--- src/sv/bzmtf_ram.sv ---
// ============================================================================
// bzmtf_ram
// Generic simple dual-port RAM: one write port, one read port, registered read.
// ============================================================================
`default_nettype none

module bzmtf_ram #(
  parameter int WIDTH = 8,
  parameter int DEPTH = 256
) (
  input  wire logic                     clk,
  input  wire logic                     we,
  input  wire logic [$clog2(DEPTH)-1:0] waddr,
  input  wire logic [WIDTH-1:0]         wdata,
  input  wire logic                     re,
  input  wire logic [$clog2(DEPTH)-1:0] raddr,
  output logic      [WIDTH-1:0]         rdata
);

  logic [WIDTH-1:0] mem [DEPTH];

  always_ff @(posedge clk) begin
    if (we) begin
      mem[waddr] <= wdata;
    end
    if (re) begin
      rdata <= mem[raddr];
    end
  end

endmodule

`default_nettype wire

--- config.mk ---
export PLATFORM = sky130hd
export DESIGN_NAME = bzmtf_ram
export DESIGN_NICKNAME = d
export VERILOG_FILES = /design/src/sv/bzmtf_ram.sv
export SDC_FILE = /design/constraint.sdc
export NUM_CORES = 2
export LEC_CHECK = 0
export BUFFER_PORTS_ARGS = -buffer_cell sky130_fd_sc_hd__buf_4
export CAP_MARGIN = 15
export CORE_AREA = 4 4 386 388
export DETAILED_ROUTE_END_ITERATION = 8
export DIE_AREA = 0 0 390 392
export PLACE_DENSITY = 0.7
export REMOVE_ABC_BUFFERS = 1
export SLEW_MARGIN = 20
export SYNTH_ARGS = -nofsm -noshare
export SYNTH_HDL_FRONTEND = slang
export SYNTH_SLANG_ARGS = --single-unit
--- constraint.sdc ---
create_clock -name clk -period 3.3 [get_ports clk]
set_input_delay 0.495 -clock clk [delete_from_list [all_inputs] [get_ports clk]]
set_output_delay 0.495 -clock clk [all_outputs]
set_load 0.02 [all_outputs]
==> impl_metrics.csv <==
group,metric,value,unit
outcome,outcome,"complete, no violations",
logic_synthesis,synthMuxAreaShare,14.6,%
final_layout,antenna_cells,0,
setup_path,r2r_start,"mem[67][3]",
placed_design,port_buffers,34,
hold_path,min_path_cells,1,
routing,avgRoutedWirePerCell,31.1,um
routing,drt_iter0_drc,5473,
sta,fin_hold_ws,0.0736,ns
sta,hold_violations,0,
floorplanning,num_rows,140,
logic_synthesis,synth_seq_cells,2056,
clocking,postCtsSetupBuffers,0,
clocking,clockBufferDepth,3,
logic_synthesis,synth_top_cell_by_area,"edfxtp_1",
power_and_ir_drop,peakVddDrop,0.533,mV
setup_path,critical_path.endpoint,"rdata[3]",
floorplanning,ioPinCount,35,
setup_path,cp-startpoint,"mem[67][3]",
final_layout,layout.nets,4263,
logic_synthesis,yosysMostFrequentCell,"edfxtp_1",
hold_path,hold_class,"primary input to flip-flop",
sta,tns,0,ns
sta,period_share,90.6,%
logic_synthesis,synth_area_per_cell,21.3,um^2
logic_synthesis,synth_edf_count,2056,
setup_path,critPathMaxFanout,1,
logic_synthesis,synth_area,79600,um^2
routing,via_per_inst,6.41,
logic_synthesis,synth_top_family_by_area,"multiplexers",
logic_synthesis,seq_area_frac_synth,77.5,%
setup_path,critPathLaunchType,"flip-flop",
logic_synthesis,synth_top_area_share,77.5,%
setup_path,crit_arrival,3.58,ns
placed_design,place_congestion,0.871,
logic_synthesis,ys_dominant_reg_cell,"edfxtp_1",
sta,worst_slew_pin_slew,1.09,ns
setup_path,rr_endpoint,"rdata[3]",
placed_design,dp_hpwl,123,mm
global_routing,grt_usage,26.1,%
global_routing,grt_antenna_before_repair,2,
global_routing,grt_max_degree,123,
final_layout,area.growth.synth_to_final,15.0,%
logic_synthesis,syn_inst,3733,
run,cap_violations,0,
clocking,cts.clk_slew.worst_paths,0.06,ns
floorplanning,dieArea,153000,um^2
routing,antenna_left,0,
floorplanning,start_util,54.8,%
logic_synthesis,synth_xor_area_share,0,%
global_routing,gr-total-overflow,0,
logic_synthesis,synthSimpleGateAreaFrac,2.63,%
floorplanning,die_w,390,um
setup_path,rr_worst_depth,7,
clocking,insertion_delay,0.83,ns
logic_synthesis,synth_common_cells,"2056 x edfxtp_1, 454 x mux4_2, 282 x nor2_1",
logic_synthesis,synth_warnings,0,
sta,grt_setup_unrepaired,"false",
clocking,cts_made_buffers,194,
clocking,cts_tree,"built",
sta,slew_headroom,26.8,%
logic_synthesis,synthTopCellsByArea,"edfxtp_1 78%, mux4_2 13%, mux2i_1 1.7%, nor2_1 1.3%, a22oi_1 1.3%",
routing,drcViolationCount,0,
power_and_ir_drop,powerDensity,579,nW/um^2
sta,slew_violations,0,
sta,setup_viol,0,
sta,fmax,0.335,GHz
logic_synthesis,yosys.area_share.adder,0,%
setup_path,crit_type,"flip-flop to flip-flop",
clocking,cts.htree.levels,4,
final_layout,fillers,9631,
routing,first_pass_iters,6,
logic_synthesis,synth-compound-area-share,3.42,%
final_layout,final_layout_size_suffix_gt1_share,29.1,%
global_routing,grt_pass1_vias,40426,
routing,drt_wl_total,196,mm
setup_path,required,3.89,ns
clocking,cts_num_sinks,2056,
logic_synthesis,async_reset_ff_share,0,%
routing,vias,40441,
setup_path,rrSetupSlack,0.31,ns
floorplanning,core-area,145000,um^2
floorplanning,chipHeight,392,um
logic_synthesis,synthDistinctLibCells,54,
power_and_ir_drop,leakagePower,0.0293,uW
sta,fin_skew,0.0280,ns
global_routing,grt_pass1_wl,287,mm
clocking,cts_root_buffer,"clkbuf_16",
sta,layout_min_cycle_time,2.99,ns
setup_path,cp-end-kind,"flip-flop",
worst max-delay path, stage by stage (launching register included):
cell and delay (ns):
edfxtp_1 0.35, mux4_2 0.52, a22o_1 0.22, a221oi_1 0.72
o32ai_1 0.21, nor3_1 0.45, buf_4 0.23, nor4_1 0.05
worst min path at each step:
stage	start	slack, ns	end
2_1_floorplan	wdata[0]	0.59	mem[0][0]
3_3_place_gp	re	0.82	rdata[5]
3_5_place_dp	re	0.82	rdata[3]
4_1_cts	wdata[7]	0.04	mem[70][7]
5_1_grt	wdata[7]	0.06	mem[70][7]
6_report	wdata[7]	0.07	mem[70][7]
per-stage QoR:
step	worst slack (ns)	total power (uW)	instance area [um^2]	cells	utilization (%)
after floorplan	0.312	30400	78200	3500	-
after global placement	-0.439	32100	85500	5956	58.8
after detailed placement	-0.397	32200	85500	5956	58.8
after CTS	0.385	53300	91600	6308	63.0
after global routing	0.369	54600	91600	6308	63.0
final	0.311	53000	91600	6308	63.0
where the power goes:
group / switching, uW / leakage (uW) / internal [uW] / total (uW)
logic: 1740 / 0.00784 / 1070 / 2810
clock network: 9500 / 0.00297 / 11900 / 21400
registers: 41.0 / 0.0185 / 28800 / 28800
total: 11300 / 0.0293 / 41700 / 53000
sequential cells by signal, indices dropped and copies added, names as in the netlist:
signal  count
rdata       8
mem      2048
final cells by class:
type / instances / area (um^2) / share of cell area (%)
clock buffer: 228 / 5050 / 5.51
clock inverter: 123 / 1040 / 1.14
inverter: 2 / 7.51 / 0.00820
multi-input combinational: 1442 / 16500 / 18.0
sequential: 2056 / 61700 / 67.4
tap: 1917 / 2400 / 2.62
timing repair buffer: 540 / 4870 / 5.31
kinds of logic (layout without fill, tap and decap cells):
kind of cell | after synthesis | in the layout
AOI/OAI and AO/OA | 385 | 385
muxes | 591 | 591
DFF | 2056 | 2056
buffers and inverters | 235 | 893
and+or+nand+nor | 466 | 466
cell usage in the layout (no fill, tap or decap), types with 28 or more instances in the layout:
master / n
nand2_1: 33
buf_12: 59
o221ai_1: 46
buf_4: 470
clkbuf_16: 197
clkinv_2: 38
edfxtp_1: 2056
nor2_1: 279
mux2i_1: 134
a21oi_1: 96
nand3_1: 34
a22oi_1: 133
clkinv_1: 57
o22ai_1: 28
mux4_2: 454
nor2b_1: 28
clkbuf_1: 31
routing by layer:
layer	track usage [%]	share of wire (%)	up-vias
li1	-	-	16711
met4	8.34	3.2	0
met5	0	0	-
met3	5.13	9.7	339
met2	41.9	49	2152
met1	36.9	38	21239
what timing repair did:
action,CTS,global route
gates resized for setup,0,0
hold endpoints to repair,8,0
hold buffers,1,0
Note: power is estimated with default switching activity, not from simulation.
